--- config.mk ---
export PLATFORM = sky130hd
export DESIGN_NAME = integer_to_decimal_ascii_unit
export DESIGN_NICKNAME = d
export VERILOG_FILES = /design/src/design/itd_pkg.sv /design/src/design/itd_bcd.sv /design/src/design/itd_emit.sv /design/src/design/integer_to_decimal_ascii_unit.sv
export SDC_FILE = /design/constraint.sdc
export NUM_CORES = 1
export LEC_CHECK = 0
export ABC_CLOCK_PERIOD_IN_PS = 15600
export BUFFER_PORTS_ARGS = -buffer_cell sky130_fd_sc_hd__buf_2
export CAP_MARGIN = 20
export CORE_MARGIN = 2
export CORE_UTILIZATION = 50
export CTS_BUF_LIST = sky130_fd_sc_hd__clkbuf_8
export DETAILED_ROUTE_END_ITERATION = 10
export PLACE_DENSITY = 0.74
export REMOVE_ABC_BUFFERS = 1
export SLEW_MARGIN = 5
export SYNTH_ARGS = -nofsm -noshare
export SYNTH_HDL_FRONTEND = slang
export SYNTH_SLANG_ARGS = --single-unit
--- constraint.sdc ---
create_clock -name i_clk -period 15.6 [get_ports i_clk]
set_input_delay 3.12 -clock i_clk [delete_from_list [all_inputs] [get_ports i_clk]]
set_output_delay 3.12 -clock i_clk [all_outputs]
set_load 0.02 [all_outputs]
--- src/design/itd_pkg.sv ---
// ============================================================================
// itd_pkg
// Shared constants and types for the integer to decimal ASCII unit.
// ============================================================================
package itd_pkg;

    // Default configuration.
    localparam int VALUE_WIDTH_DEF = 32;
    localparam int MAX_DIGITS_DEF  = 10;

    // Width of one BCD digit.
    localparam int DIGIT_W = 4;

    // Character codes.
    localparam logic [6:0] CHAR_ZERO  = 7'h30;
    localparam logic [6:0] CHAR_NINE  = 7'h39;
    localparam logic [6:0] CHAR_MINUS = 7'h2D;

    // Status handed from the converter to the character emitter.
    typedef struct packed {
        logic valid;   // BCD digits are complete and waiting
        logic neg;     // the number was negative
    } t_bcd_status;

endpackage

--- src/design/itd_bcd.sv ---
// ============================================================================
// itd_bcd
// Bit-serial binary to BCD converter (shift and add-three), one bit per cycle.
// ============================================================================
module itd_bcd
    import itd_pkg::*;
#(
    parameter int VALUE_WIDTH = VALUE_WIDTH_DEF,
    parameter int MAX_DIGITS  = MAX_DIGITS_DEF
) (
    input  logic                          i_clk,
    input  logic                          i_rst_n,
    input  logic                          i_start,
    input  logic [VALUE_WIDTH-1:0]        i_value,
    input  logic                          i_taken,
    output logic                          o_busy,
    output t_bcd_status                   o_status,
    output logic [MAX_DIGITS*DIGIT_W-1:0] o_digits
);

    localparam int BCD_W = MAX_DIGITS * DIGIT_W;
    localparam int CNT_W = $clog2(VALUE_WIDTH + 1);

    localparam logic [1:0] ST_IDLE = 2'd0;
    localparam logic [1:0] ST_CONV = 2'd1;
    localparam logic [1:0] ST_HOLD = 2'd2;

    logic [1:0]             r_state, n_state;
    logic [CNT_W-1:0]       r_cnt, n_cnt;
    logic [VALUE_WIDTH-1:0] r_bin, n_bin;
    logic [BCD_W-1:0]       r_bcd, n_bcd;
    logic                   r_neg, n_neg;
    logic [BCD_W-1:0]       w_adj;

    // Add three to every digit of five or more before the shift.
    always_comb begin
        for (int d = 0; d < MAX_DIGITS; d++) begin
            if (r_bcd[d*DIGIT_W +: DIGIT_W] >= 4'd5) begin
                w_adj[d*DIGIT_W +: DIGIT_W] = r_bcd[d*DIGIT_W +: DIGIT_W] + 4'd3;
            end else begin
                w_adj[d*DIGIT_W +: DIGIT_W] = r_bcd[d*DIGIT_W +: DIGIT_W];
            end
        end
    end

    // Sequencer: load the magnitude, shift it in MSB first, then hold.
    always_comb begin
        n_state = r_state;
        n_cnt   = r_cnt;
        n_bin   = r_bin;
        n_bcd   = r_bcd;
        n_neg   = r_neg;
        unique case (r_state)
            ST_IDLE: begin
                if (i_start) begin
                    n_neg   = i_value[VALUE_WIDTH-1];
                    n_bin   = i_value[VALUE_WIDTH-1] ? (~i_value + 1'b1) : i_value;
                    n_bcd   = '0;
                    n_cnt   = CNT_W'(VALUE_WIDTH);
                    n_state = ST_CONV;
                end
            end
            ST_CONV: begin
                // The top digit's carry falls off, keeping the low digits only.
                n_bcd = {w_adj[BCD_W-2:0], r_bin[VALUE_WIDTH-1]};
                n_bin = {r_bin[VALUE_WIDTH-2:0], 1'b0};
                n_cnt = r_cnt - 1'b1;
                if (r_cnt == CNT_W'(1)) begin
                    n_state = ST_HOLD;
                end
            end
            ST_HOLD: begin
                if (i_taken) begin
                    n_state = ST_IDLE;
                end
            end
            default: begin
                n_state = ST_IDLE;
            end
        endcase
    end

    always_ff @(posedge i_clk) begin
        if (!i_rst_n) begin
            r_state <= ST_IDLE;
        end else begin
            r_state <= n_state;
        end
        r_cnt <= n_cnt;
        r_bin <= n_bin;
        r_bcd <= n_bcd;
        r_neg <= n_neg;
    end

    assign o_busy         = (r_state != ST_IDLE);
    assign o_status.valid = (r_state == ST_HOLD);
    assign o_status.neg   = r_neg;
    assign o_digits       = r_bcd;

endmodule

--- src/design/itd_emit.sv ---
// ============================================================================
// itd_emit
// Character emitter: drops leading zeros and sends one ASCII character a word.
// ============================================================================
module itd_emit
    import itd_pkg::*;
#(
    parameter int MAX_DIGITS = MAX_DIGITS_DEF
) (
    input  logic                          i_clk,
    input  logic                          i_rst_n,
    input  t_bcd_status                   i_status,
    input  logic [MAX_DIGITS*DIGIT_W-1:0] i_digits,
    output logic                          o_taken,
    output logic                          o_valid,
    input  logic                          i_stall,
    output logic [6:0]                    o_char_code,
    output logic                          o_last
);

    localparam int BCD_W  = MAX_DIGITS * DIGIT_W;
    localparam int LEFT_W = $clog2(MAX_DIGITS + 1);

    logic              r_active;
    logic              r_minus;
    logic              r_lead;
    logic [LEFT_W-1:0] r_left;
    logic [BCD_W-1:0]  r_digits;
    logic              r_valid;
    logic [6:0]        r_char;
    logic              r_last;

    logic               w_free;
    logic [DIGIT_W-1:0] w_top;
    logic               w_skip;
    logic               w_emit_minus;
    logic               w_emit_digit;

    assign o_taken      = !r_active && i_status.valid;
    assign w_free       = !r_valid || !i_stall;
    assign w_top        = r_digits[BCD_W-1 -: DIGIT_W];
    // A leading zero is dropped unless it is the only digit left.
    assign w_skip       = r_active && r_lead && (w_top == '0) && (r_left > LEFT_W'(1));
    assign w_emit_minus = r_active && r_minus && w_free;
    assign w_emit_digit = r_active && !w_skip && !r_minus && w_free;

    // Digit shift register and sequencing flags.
    always_ff @(posedge i_clk) begin
        if (!i_rst_n) begin
            r_active <= 1'b0;
        end else if (o_taken) begin
            r_active <= 1'b1;
        end else if (w_emit_digit && (r_left == LEFT_W'(1))) begin
            r_active <= 1'b0;
        end

        if (o_taken) begin
            r_digits <= i_digits;
            r_left   <= LEFT_W'(MAX_DIGITS);
            r_minus  <= i_status.neg;
            r_lead   <= 1'b1;
        end else begin
            if (w_skip || w_emit_digit) begin
                r_digits <= {r_digits[BCD_W-DIGIT_W-1:0], {DIGIT_W{1'b0}}};
                r_left   <= r_left - 1'b1;
            end
            if (w_emit_digit) begin
                r_lead <= 1'b0;
            end
            if (w_emit_minus) begin
                r_minus <= 1'b0;
            end
        end
    end

    // Output register: reloads whenever the current word is taken or empty.
    always_ff @(posedge i_clk) begin
        if (!i_rst_n) begin
            r_valid <= 1'b0;
        end else if (w_free) begin
            r_valid <= w_emit_minus || w_emit_digit;
        end
        if (w_free) begin
            if (w_emit_minus) begin
                r_char <= CHAR_MINUS;
                r_last <= 1'b0;
            end else begin
                r_char <= CHAR_ZERO + {3'b000, w_top};
                r_last <= (r_left == LEFT_W'(1));
            end
        end
    end

    assign o_valid     = r_valid;
    assign o_char_code = r_char;
    assign o_last      = r_last;

endmodule

--- src/design/integer_to_decimal_ascii_unit.sv ---
// ============================================================================
// integer_to_decimal_ascii_unit
// Prints a signed integer as decimal ASCII text, one character per word.
// ============================================================================
// Each input word is a two's complement integer; the output is its decimal
// text, a minus sign first for negative values, then the digits most
// significant first, with last set on the final character. The magnitude is
// converted to BCD one bit per cycle, and the converter stays busy, stalling
// the input, until the emitter has taken its digits. Characters then leave
// one per cycle, unless the output stalls, from a separate emitter, which
// drops leading zeros at one digit a cycle and overlaps with the conversion
// of the next number.
module integer_to_decimal_ascii_unit
    import itd_pkg::*;
#(
    parameter int VALUE_WIDTH = VALUE_WIDTH_DEF,
    parameter int MAX_DIGITS  = MAX_DIGITS_DEF
) (
    input  logic                   i_clk,
    input  logic                   i_rst_n,
    input  logic                   i_valid,
    output logic                   o_stall,
    input  logic [VALUE_WIDTH-1:0] i_value,
    output logic                   o_valid,
    input  logic                   i_stall,
    output logic [6:0]             o_char_code,
    output logic                   o_last
);

    t_bcd_status                   w_status;
    logic [MAX_DIGITS*DIGIT_W-1:0] w_digits;
    logic                          w_taken;
    logic                          w_busy;

    assign o_stall = w_busy;

    // Binary to BCD conversion.
    itd_bcd #(
        .VALUE_WIDTH (VALUE_WIDTH),
        .MAX_DIGITS  (MAX_DIGITS)
    ) u_bcd (
        .i_clk    (i_clk),
        .i_rst_n  (i_rst_n),
        .i_start  (i_valid && !w_busy),
        .i_value  (i_value),
        .i_taken  (w_taken),
        .o_busy   (w_busy),
        .o_status (w_status),
        .o_digits (w_digits)
    );

    // Character output.
    itd_emit #(
        .MAX_DIGITS (MAX_DIGITS)
    ) u_emit (
        .i_clk       (i_clk),
        .i_rst_n     (i_rst_n),
        .i_status    (w_status),
        .i_digits    (w_digits),
        .o_taken     (w_taken),
        .o_valid     (o_valid),
        .i_stall     (i_stall),
        .o_char_code (o_char_code),
        .o_last      (o_last)
    );

`ifndef SYNTHESIS
    // Finished digits stay offered until the emitter takes them.
    assert property (@(posedge i_clk) disable iff (!i_rst_n)
        w_status.valid && !w_taken |=> w_status.valid)
        else $error("converted digits dropped before hand-off");

    // An accepted number blocks the input on the following cycle.
    assert property (@(posedge i_clk) disable iff (!i_rst_n)
        i_valid && !o_stall |=> o_stall)
        else $error("input accepted while conversion starts");

    // Only a minus sign or a decimal digit is ever sent.
    assert property (@(posedge i_clk) disable iff (!i_rst_n)
        o_valid |-> (o_char_code == CHAR_MINUS) ||
                    ((o_char_code >= CHAR_ZERO) && (o_char_code <= CHAR_NINE)))
        else $error("illegal character code");

    // A minus sign never ends a number.
    assert property (@(posedge i_clk) disable iff (!i_rst_n)
        o_valid && (o_char_code == CHAR_MINUS) |-> !o_last)
        else $error("minus sign flagged as last character");
`endif

endmodule

---- Word-level counts from Yosys, hierarchy flattened ----
Index checks and enable logic that the tools add are counted.
storage, ports and cells
  flip-flop bits (word level) ............. 137
  memories kept ........................... 0
  bits of input ports ..................... 36
  word-level logic and storage cells ...... 103
  memory bits (read-only) ................. 0
  bits in writable memories ............... 0
  output and inout port bits .............. 10
  latch bits .............................. 0
operators by class
  mux-type cells .......................... 27
  add/subtract/negate cells ............... 14
  reduce and logical (&&, ||, !) cells .... 30
  bitwise logic cells ..................... 1
  shifts and indexed selects .............. 0
  eq/ne operators ......................... 7
  divide/modulo/power cells ............... 0
  $mul .................................... 0
  magnitude comparators ................... 11
operators with widths
  kind                     number
  $mux W40                 3
  $pmux W40 S2             1
  $mux W32                 2
  $pmux W32 S2             1
  $ge A4 B3 Y1 const B     10
  $add A4 B2 Y4 const B    9
  $mux W4                  9
  $add A32 B1 Y32 const B  1
  $not A32 Y32             1
  $pmux W6 S2              1
  $logic_and A1 B1 Y1      11
  $reduce_bool A2 Y1       5
  $add A6 B4 Y7 const A    1
  $eq A6 B1 Y1 const B     1
  $logic_not A1 Y1         6
  $mux W2                  3
  $mux W6                  1
  $pmux W2 S3              1
  $sub A6 B1 Y6 const B    1
  $eq A4 B1 Y1 const B     1
  $gt A4 B1 Y1 const B     1
  $logic_not A4 Y1         1
  $mux W1                  4
  $ne A2 B1 Y1 const B     2
  10 further kinds         13

---- Logic depth before layout (Yosys ltp) ----
Gate-level depths: netlist (run 1).
  word-level depth ........................ 10
  mapped depth ............................ 7
  mapped depth without buffers ............ 7

---- Modules after synthesis ----
A second synthesis (run 1) with hierarchy kept.
second synthesis, totals
  cells, all modules ...................... 684
  area, all modules ....................... 7059.3 um^2
by module, submodules not included
  module                         times used  sequential area each (um^2)  cells an instance  area each (um^2)
  itd_bcd                        1           2412.3                       458                4708.3
  itd_emit                       1           1551.5                       225                2337.2
  integer_to_decimal_ascii_unit  1           0.0                          1                  13.8

---- Least setup slack after synthesis (run 1) ----
No wires, ideal clock.
  kind .................................... in2reg
  start point ............................. input port i_valid
  end point ............................... register u_bcd.r_bcd[0], in the netlist u_bcd.o_digits[0], enable pin
  arrival time ............................ 8.636 ns
  setup slack ............................. 6.342 ns
  stages on the path ...................... 2
  setup time .............................. 0.622 ns
  buffers on the path ..................... 0
  data required time ...................... 14.978 ns
  cell sequence ........................... inv_1 -> o21ai_0
on the way
  cells in the longest elaborated chain, start to end .. 3
RTL lines
  what                                RTL line                             RTL
  from (decl)                         integer_to_decimal_ascii_unit.sv:21  input logic i_valid,
  $logic_and A1 B1 Y1                 integer_to_decimal_ascii_unit.sv:44  .i_start (i_valid && !w_busy),
  $ne A2 B1 Y1 (no source line)       n/a
  $reduce_and A2 Y1 (no source line)  n/a
  to (signal assigned)                itd_bcd.sv:91                        r_bcd <= n_bcd;
  to (decl)                           itd_bcd.sv:31                        logic [BCD_W-1:0] r_bcd, n_bcd;
Every way passes these cells.
A chain may end at the register's enable or synchronous reset.

---- Final worst setup path (run 1) ----
  start point ............................. input port i_value[6]
  end point ............................... register u_bcd.r_bin[29] (data pin)
on the way
  cells in the longest elaborated chain, start to end .. 5
RTL lines
  what                       RTL line                             RTL
  from (decl)                integer_to_decimal_ascii_unit.sv:23  input logic [VALUE_WIDTH-1:0] i_value,
  $not A32 Y32               itd_bcd.sv:57                        n_bin = i_value[VALUE_WIDTH-1] ? (~i_value + 1'b1) : i_value;
  $add A32 B1 Y32            itd_bcd.sv:57
  $mux W32                   itd_bcd.sv:57
  $mux W32                   itd_bcd.sv:55                        if (i_start) begin
  $pmux W32 S2               itd_bcd.sv:53                        unique case (r_state)
  named net u_bcd.n_bin[29]  itd_bcd.sv:30                        logic [VALUE_WIDTH-1:0] r_bin, n_bin;
  to (signal assigned)       itd_bcd.sv:90                        r_bin <= n_bin;
  to (decl)                  itd_bcd.sv:30
The timed path passes the listed nets, and every way through them passes these cells. The select of a mux whose other input is x is not followed.

==> flow_summary_export.csv, run 1 <==
group,metric,value,unit
status,outcome,"completed",
global_route,grt_max_degree,79,
worst_hold_path,min_path_type,"reg -> reg",
logic_synthesis,synth_seq_cells,135,
logic_synthesis,syn_inst,673,
route,drtAntennaViolNets,0,
die,row_count,42,
power_and_ir_drop,power_density,112,nW/µm²
setup_path,end_kind,"flip-flop",
logic_synthesis,synthMuxAreaShare,0.307,%
worst_hold_path,hold_depth,2,
sta,tns,0,ns
cts,htreeDepth,4,
route,via_count,4810,
global_route,antenna_found_initial,0,
route,drt_pre_antenna_iters,5,
global_route,grt_overflow,0,
finish,area_growth,11.2,%
sta,finalCritPeriodShare,31.5,%
die,die_w,122,µm
finish,drive_gt1_share,12.9,%
placement,dp_hpwl,8.42,mm
route,routed_wirelength,12.9,mm
sta,finalCriticalPeriod,4.92,ns
setup_path,critPathSlowestCell,"nor4_1",
finish,fin_nets,774,
sta,hold_viol,0,
route,wire_per_inst,14.3,µm
logic_synthesis,synth-xor-area-share,6.96,%
logic_synthesis,avgSynthCellArea,10.3,µm²
setup_path,r2r_start,"u_emit.r_digits[36]",
logic_synthesis,yosysSeqAreaShare,57.3,%
route,drt_iter0_drc,341,
logic_synthesis,yosys.area_share.simple,17.5,%
finish,final-seq-area,3960,µm²
sta,max_slew_margin,31.2,%
power_and_ir_drop,p_int,0.628,mW
placement,dp_worst_setup_slack,10.29,ns
finish,multi_input_area,2750,µm²
sta,tightest_slew,1.03,ns
finish,fill_cells,1132,
power_and_ir_drop,pwr-share-seq,53.0,%
setup_path,arrival,5.08,ns
finish,instances_no_fill,902,
route,via_per_inst,5.33,
setup_path,r2r_end,"u_emit.r_digits[16]",
power_and_ir_drop,leakagePower,2.97,nW
setup_path,path_cells,"buf_2 -> nor4_1 -> nand4_1 -> o41ai_1 -> xor2_1 -> o21ai_0",
power_and_ir_drop,combPwrFrac,14.0,%
cts,clock_latency,0.44,ns
logic_synthesis,synth_compound_area_share,10.1,%
setup_path,worstPathMaxFanout,8,
logic_synthesis,ys_warn_count,0,
die,coreArea,13400,µm²
global_route,grt_pass1_wl,21.7,mm
setup_path,rrSetupSlack,13.36,ns
die,num_io_pins,46,
finish,diodes,0,
power_and_ir_drop,switching_share,26.8,%
die,start_util,51.6,%
logic_synthesis,ys_types,42,
logic_synthesis,syn_area,6920,µm²
sta,rsz0062_at_grt,"no",
flow_run,maxCapViolCount,0,
power_and_ir_drop,peakVddDrop,0.0870,mV
setup_path,path_delay_family,"simple AND/OR/NAND/NOR gates",
cts,cts_buffers,17,
die,dieArea,14800,µm²
logic_synthesis,synthAdderAreaFrac,4.52,%
global_route,grt_pass1_vias,4758,
cts,root_buffer,"clkbuf_8",
setup_path,slowest_delay,0.61,ns
placement,port_buffers,43,
cts,ctsResizeCount,0,
sta,fin_skew,0.0124,ns
cts,clock_sinks,135,
power_and_ir_drop,switchingPower,0.230,mW
cts,clkTransAtPathRegs,0.08,ns
placement,dpl-instance-area,7300,µm²
worst_hold_path,hp-start,"u_emit.r_lead",
cts,cts_tree,"yes",
finish,final_common_cell,"nand2_1",
setup_path,cp.required,15.76,ns
setup_path,cp_num_buf_inv,1,
sta,max_freq,203,MHz
cts,ctsHoldBuffers,0,
setup_path,reg2reg_depth,5,
sta,setup_violations,0,
die,die_h,122,µm
sta,slew_violations,0,
route,drc,0,
finish,final_cell_mix,"nand2_1 (135), edfxtp_1 (126), nor2_1 (67), o21ai_0 (56), buf_2 (43)",
global_route,grt_util_all_layers,18.7,%
placement,gp_congestion,0.856,
worst_hold_path,min_to,"u_emit.r_lead",
setup_path,critical_path_class,"in -> reg",
finish,layout.core_utilization,57.4,%
cts,clock_path_buffers,2,
finish,final_cell_area,7700,µm²
placement,dp_cells,870,
sta,setup_ws,10.68,ns
cts,cts_setup_buffers,0,
logic_synthesis,synth_top_family_by_area,"simple AND/OR/NAND/NOR gates",
setup_path,cp-start-kind,"primary input",
power_and_ir_drop,clkPwrFrac,33.0,%
==> state kept, by name (all words and copies together), names as in the netlist <==
signal	flops
u_emit.o_last	1
u_emit.r_left	4
u_bcd.r_cnt	6
u_emit.r_digits	40
u_bcd.r_state	2
u_bcd.r_bin	32
u_bcd.r_neg	1
u_emit.r_lead	1
u_bcd.o_digits	40
u_emit.r_active	1
u_emit.r_minus	1
u_emit.o_valid	1
u_emit.o_char_code	5
==> through the flow <==
stage | hold slack, ns | total power [mW]
2_1_floorplan | 0.423 | 0.548
3_3_place_gp | 0.434 | 0.573
3_5_place_dp | 0.468 | 0.582
4_1_cts | 0.479 | 0.866
5_1_grt | 0.504 | 0.902
6_report | 0.478 | 0.858
==> synthesized netlist by cell type <==
library cell,number,share of area (%)
a21boi_0,1,0.11
a21oi_1,40,2.9
o41ai_2,2,0.47
o21a_1,1,0.11
nor2_1,67,3.6
nor4_1,5,0.45
clkbuf_1,24,1.3
or3_2,1,0.11
nand2_1,135,7.3
and2_1,4,0.36
and3_1,5,0.45
o41ai_1,7,0.89
a41o_1,1,0.14
or3_1,3,0.27
or2_2,4,0.36
conb_1,2,0.11
inv_1,30,1.6
nand3b_1,1,0.11
edfxtp_1,126,55
nand3_1,3,0.22
o2111ai_1,1,0.13
nand2b_1,16,1.4
mux2i_1,1,0.14
or4_1,3,0.33
or4_4,2,0.33
nand4_1,4,0.36
nor3b_1,2,0.22
mux2_2,1,0.16
o21ai_1,1,0.072
buf_4,2,0.22
o21ai_0,57,4.1
or3b_2,1,0.13
buf_1,1,0.054
dfxtp_1,9,2.6
ha_1,25,4.5
nor2b_1,2,0.18
a31oi_1,1,0.090
o31ai_1,9,0.98
a2111oi_0,1,0.13
nor3_1,17,1.2
xor2_1,36,4.6
xnor2_1,19,2.4
==> cells by family after synthesis <==
group | count (synthesis)
compound gates | 122
xor+xnor | 55
fa+ha+maj | 25
buf+inv | 57
flops | 135
mux | 2
other cells | 2
simple gates | 275
==> power groups by stage <==
stage | Combinational [mW] | Clock [mW] | Sequential [mW]
2_1_floorplan | 0.0878 | 0 | 0.461
3_3_place_gp | 0.113 | 0 | 0.460
3_5_place_dp | 0.119 | 0 | 0.462
4_1_cts | 0.121 | 0.290 | 0.455
5_1_grt | 0.137 | 0.305 | 0.459
6_report | 0.120 | 0.284 | 0.455
==> cell type report <==
cell class,instances,area share [%]
Timing Repair Buffer,48,3.28
Tap cell,176,2.86
Clock inverter,10,1.22
Inverter,30,1.46
Clock buffer,22,3.93
Multi-Input combinational cell,481,35.7
Sequential cell,135,51.5
==> worst reg2reg max path, stage by stage (launching register included) <==
cell,delay (ns)
edfxtp_1,0.37
nor4_1,0.45
o2111ai_1,0.26
and2_1,0.26
nand2_1,0.08
buf_4,0.43
==> worst max-delay path by stage <==
stage | from | to | depth (start not counted)
2_1_floorplan | i_valid | u_bcd.o_digits[0] | 2
3_3_place_gp | i_value[6] | u_bcd.r_bin[27] | 6
3_5_place_dp | i_value[6] | u_bcd.r_bin[29] | 6
4_1_cts | i_value[6] | u_bcd.r_bin[29] | 6
5_1_grt | i_value[6] | u_bcd.r_bin[29] | 6
6_report | i_value[6] | u_bcd.r_bin[29] | 6
==> per-layer routing <==
layer	track usage [%]	part of all wire [%]	up-vias
met4	7.26	1.7	0
met5	0	0	-
met3	4.92	4.3	22
met2	31.2	50	102
li1	-	-	2421
met1	23.3	44	2265
Note: power is estimated with default switching activity, not from simulation.
==> run 2: changes to the inputs <==
Settings changed: ABC_AREA set to 1, ABC_CLOCK_PERIOD_IN_PS 15600 to 4800.
Clock period 15.6 ns to 4.8 ns, I/O delays scaled along.
==> flow_summary_export.csv, run 2 <==
group,metric,value,unit
status,outcome,"completed",
logic_synthesis,synth_edf_count,126,
die,die_h,124,µm
setup_path,path_cells,"buf_2 -> nand2_1 -> nand2_1 -> inv_1 -> nand2_1 -> nand2_1 -> inv_1 -> nand2_1 -> buf_4",
setup_path,cp.required,4.88,ns
logic_synthesis,synth_ff_type,"edfxtp_1",
placement,dpl-instance-area,7590,µm²
setup_path,critPathSlowestCell,"buf_4",
cts,cts_setup_buffers,0,
cts,clock_sinks,135,
global_route,grt_pass1_wl,23.5,mm
worst_hold_path,min_path_type,"reg -> reg",
setup_path,worstSetupEndpoint,"u_emit.r_digits[6]",
setup_path,slowest_delay,0.43,ns
cts,cts_tree,"yes",
sta,whs,0.462,ns
die,dieArea,15500,µm²
setup_path,worstPathMaxFanout,40,
setup_path,reg2reg_depth,8,
logic_synthesis,yosysTopAreaCell,"edfxtp_1",
global_route,grt_pass1_vias,5080,
setup_path,startpoint,"i_stall",
sta,finalCriticalPeriod,2.24,ns
die,num_io_pins,46,
sta,tns,0,ns
setup_path,critical_path_class,"in -> reg",
placement,dp_hpwl,9.13,mm
setup_path,r2r_end,"u_emit.r_digits[6]",
power_and_ir_drop,peakVddDrop,0.183,mV
placement,port_buffers,43,
die,start_util,50.5,%
sta,setup_violations,0,
sta,hold_viol,0,
global_route,grt_max_degree,83,
sta,slew_violations,0,
placement,gp_congestion,0.878,
global_route,use_met1,24.7,%
cts,clock_path_buffers,2,
logic_synthesis,syn_area,7260,µm²
route,drc,0,
setup_path,path_common_cell,"nand2_1",
route,drt_pre_antenna_iters,5,
route,routed_wirelength,13.9,mm
route,wire_per_inst,13.4,µm
route,drtAntennaViolNets,0,
flow_run,maxCapViolCount,0,
sta,max_slew_margin,49.3,%
route,via_per_inst,5.20,
logic_synthesis,synth_top_area_share,52.1,%
cts,clkTransAtPathRegs,0.07,ns
power_and_ir_drop,power_density,351,nW/µm²
die,die_w,124,µm
sta,fin_skew,0.0112,ns
setup_path,rrSetupSlack,2.63,ns
logic_synthesis,syn_inst,801,
logic_synthesis,synth_common_cells,"nand2_1 (181), edfxtp_1 (126), inv_1 (90)",
finish,area_growth,10.3,%
finish,final_common_cell,"nand2_1",
cts,ctsResizeCount,0,
finish,final_cell_mix,"nand2_1 (180), edfxtp_1 (126), inv_1 (91), nor2_1 (87), o21ai_0 (59)",
route,drt_iter0_drc,540,
power_and_ir_drop,leakagePower,3.40,nW
route,via_count,5400,
logic_synthesis,ys_warn_count,0,
cts,clock_latency,0.44,ns
sta,max_freq,447,MHz
logic_synthesis,yosysMostFrequentCell,"nand2_1",
finish,drive_gt1_share,13.6,%
global_route,antenna_found_initial,0,
finish,diodes,0,
logic_synthesis,ys_types,36,
cts,cts_buffers,17,
logic_synthesis,yosysSeqAreaShare,54.6,%
global_route,met3_usage,4.94,%
finish,final_cell_area,8010,µm²
die,coreArea,14400,µm²
logic_synthesis,async_flop_share,0,%
sta,finalCritPeriodShare,46.6,%
logic_synthesis,synth.area.top_cells,"edfxtp_1 (52%), nand2_1 (9.4%), inv_1 (4.7%)",
sta,tightest_slew,0.761,ns
power_and_ir_drop,p_total,2.81,mW
logic_synthesis,avgSynthCellArea,9.06,µm²
die,row_count,44,
finish,fin_nets,903,
global_route,grt_overflow,0,
global_route,gr-usage-met2,30.1,%
finish,instances_no_fill,1039,
global_route,grt_util_all_layers,18.6,%
setup_path,r2r_start,"u_emit.r_left[0]",
setup_path,arrival,2.32,ns
worst_hold_path,hp-start,"u_emit.r_lead",
global_route,busiest_layer,"met2",
setup_path,end_kind,"flip-flop",
setup_path,cp-start-kind,"primary input",
placement,dp_cells,1006,
logic_synthesis,synth_seq_cells,135,
cts,root_buffer,"clkbuf_8",
sta,rsz0062_at_grt,"no",
cts,ctsHoldBuffers,0,
cts,htreeDepth,4,
run 2: cell count changes after synthesis, moves of 16 or more:
cell | previous run | this run
nand2_1 | 135 | 181
clkbuf_1 | 24 | 6
o21ai_1 | 1 | 42
nand2b_1 | 16 | 0
nand3_1 | 3 | 37
xor2_1 | 36 | 16
nor2_1 | 67 | 87
inv_1 | 30 | 90
xnor2_1 | 19 | 3
run 2: worst min-delay path by stage:
stage,endpoint,slack (ns),depth (start not counted)
2_1_floorplan,u_emit.r_lead,0.42,2
3_3_place_gp,u_emit.r_lead,0.43,2
3_5_place_dp,u_emit.r_lead,0.46,2
4_1_cts,u_emit.r_lead,0.47,2
5_1_grt,u_emit.r_left[3],0.48,1
6_report,u_emit.r_lead,0.46,2
run 2: per-stage QoR:
stage          util (%)  worst slack, ns
6_report           55.7             2.56
5_1_grt            55.7             2.40
4_1_cts            55.5             2.46
2_1_floorplan         -             1.02
3_5_place_dp       52.8             2.12
3_3_place_gp       52.8             2.19
run 2: layer usage:
| metal | share of wire (%) | routed length (µm) | up-vias |
|---|---|---|---|
| li1 | - | - | 2753 |
| met1 | 47 | 6540 | 2528 |
| met2 | 47 | 6620 | 108 |
| met3 | 4.5 | 626 | 11 |
| met4 | 1.1 | 153 | 0 |
| met5 | 0 | 0 | - |
run 2: layout make-up:
type / instances / area [µm²]
fillers: 1254 / 6360
flip-flops and latches: 135 / 3960
multi-input cells: 545 / 2800
inverters: 96 / 360
repair buffers: 47 / 265
clock buffers: 19 / 262
well taps: 184 / 230
clock inverters: 13 / 129
run 2: critical path, delay by kind of cell:
kind | cells | cell delay, ns
buffers and inverters | 4 | 0.72
AND/OR/NAND/NOR | 5 | 0.61
run 2: power breakdown:
part           switching [mW]  internal (mW)  leakage [nW]
logic                   0.274          0.129          1.89
registers              0.0527           1.41          1.31
clock network           0.458          0.484         0.199
run 2: kinds of logic after synthesis:
group | synth area share (%)
and+or+nand+nor | 20.9
AOI/OAI and AO/OA | 10.8
DFF | 54.6
buffers and inverters | 6.95
adders and majority gates | 4.31
xor gates and xnor gates | 2.29
other | 0.103
==> run 3: changes to the inputs <==
Settings changed: ABC_CLOCK_PERIOD_IN_PS 4800 to 2300.
Clock period 4.8 ns to 2.3 ns, I/O delays scaled along.
==> flow_summary_export.csv, run 3 (synthesis gave the netlist of run 2 again) <==
group,metric,value,unit
sta,hold_viol,0,
finish,instances_no_fill,1043,
power_and_ir_drop,p_int,4.38,mW
finish,drive_gt1_share,13.4,%
power_and_ir_drop,power_density,734,nW/µm²
cts,cts_buffers,17,
power_and_ir_drop,p_total,5.94,mW
setup_path,end_kind,"flip-flop",
sta,tightest_slew,0.760,ns
setup_path,cp_num_buf_inv,3,
cts,root_buffer,"clkbuf_8",
setup_path,worstPathMaxFanout,40,
finish,layout.core_utilization,56.4,%
setup_path,cp-start-kind,"flip-flop",
power_and_ir_drop,pwr-share-seq,51.3,%
global_route,grt_pass1_vias,5195,
die,dieArea,15500,µm²
sta,slew_violations,0,
route,drtAntennaViolNets,0,
global_route,grt_max_degree,83,
route,routed_wirelength,13.6,mm
finish,fill_cells,1274,
setup_path,path_delay_family,"simple AND/OR/NAND/NOR gates",
status,outcome,"completed",
finish,final_cell_mix,"nand2_1 (180), edfxtp_1 (126), inv_1 (95), nor2_1 (87), o21ai_0 (59)",
cts,clock_sinks,135,
cts,clock_path_buffers,2,
finish,diodes,0,
setup_path,critPathSlowestCell,"dfxtp_1",
sta,max_freq,519,MHz
route,via_count,5338,
sta,setup_violations,0,
setup_path,slowest_delay,0.35,ns
placement,dp_cells,1012,
placement,port_buffers,43,
power_and_ir_drop,peakVddDrop,0.471,mV
sta,fin_skew,0.0108,ns
finish,fin_nets,908,
global_route,grt_pass1_wl,23.5,mm
die,die_w,124,µm
sta,setup_ws,0.372,ns
power_and_ir_drop,switchingPower,1.56,mW
setup_path,critical_path_class,"reg -> reg",
die,row_count,44,
setup_path,arrival,2.06,ns
die,num_io_pins,46,
power_and_ir_drop,switching_share,26.3,%
route,via_per_inst,5.12,
placement,gp_congestion,0.915,
sta,max_slew_margin,49.3,%
finish,area_growth,11.6,%
global_route,antenna_found_initial,0,
setup_path,cp.required,2.43,ns
global_route,grt_overflow,0,
placement,dp_worst_setup_slack,0.352,ns
power_and_ir_drop,leakagePower,3.46,nW
cts,clock_latency,0.45,ns
flow_run,maxCapViolCount,0,
die,die_h,124,µm
die,start_util,50.5,%
power_and_ir_drop,combPwrFrac,14.5,%
worst_hold_path,min_path_type,"in -> reg",
cts,clkTransAtPathRegs,0.07,ns
cts,cts_setup_buffers,0,
route,drt_iter0_drc,451,
cts,cts_tree,"yes",
route,wire_per_inst,13.0,µm
power_and_ir_drop,clkPwrFrac,34.1,%
finish,final_common_cell,"nand2_1",
placement,dp_hpwl,9.45,mm
sta,rsz0062_at_grt,"no",
sta,finalCritPeriodShare,83.8,%
cts,ctsResizeCount,0,
cts,ctsHoldBuffers,0,
global_route,grt_util_all_layers,18.8,%
route,drc,0,
route,drt_pre_antenna_iters,5,
sta,finalCriticalPeriod,1.93,ns
cts,htreeDepth,4,
die,coreArea,14400,µm²
setup_path,path_cells,"inv_1 -> ha_1 -> o21ai_0 -> nand4_1 -> nand2_1 -> inv_1 -> nand2_1 -> buf_12",
## run 3: cell count changes in the layout (fill, tap and decap cells not counted), sizes merged
cell and change:
bufinv +2, clkbuf -2, inv +3, clkinvlp -3, buf +5, clkinv -1
## run 3: per-stage QoR
stage,setup TNS [ns],hold slack [ns],instance area (µm²)
final,0,0.286,8100
after global placement,0,0.433,7700
after floorplan,-127.24,0.419,7120
after global routing,0,0.282,8100
after CTS,0,0.254,8100
after detailed placement,0,0.441,7700
## run 3: power groups by stage
stage	clock, mW	combinational [mW]	sequential (mW)
6_report	2.03	0.863	3.05
5_1_grt	2.18	1.00	3.08
4_1_cts	2.08	0.871	3.05
3_5_place_dp	0	0.866	3.10
3_3_place_gp	0	0.843	3.10
2_1_floorplan	0	0.592	3.09
## run 3: final timing paths
path | startpoint | end | slack, ns | cells past startpoint
worst max-delay path | u_emit.r_left[0] | u_emit.r_digits[1] | 0.37 | 8
worst min-delay path | i_rst_n | u_bcd.r_state[1] | 0.29 | 3
worst max register to register | u_emit.r_left[0] | u_emit.r_digits[1] | 0.37 | 8
worst min register to register | u_emit.r_lead | u_emit.r_lead | 0.46 | 2
## run 3: layout make-up
class | instances | area [µm²] | area share [%]
clock buffer | 17 | 234 | 2.89
clock inverter | 14 | 170 | 2.10
inverter | 96 | 360 | 4.45
multi-input combinational | 545 | 2800 | 34.5
sequential | 135 | 3960 | 48.9
tap | 184 | 230 | 2.84
timing repair buffer | 52 | 345 | 4.26
## run 3: layer usage
layer  vias to the layer above  wire (µm)  part of all wire [%]  GRT usage (%)
met2                       100       6410                    47           29.9
met1                      2450       6260                    46           24.0
met3                        20        669                   4.9           5.80
met4                         0        259                   1.9           7.34
met5                         -          0                     0              0
li1                       2768          -                     -              -
## run 3: worst min-delay path: stages
cell and delay, ns:
buf_2 0.07, inv_1 0.07, nor2_1 0.09
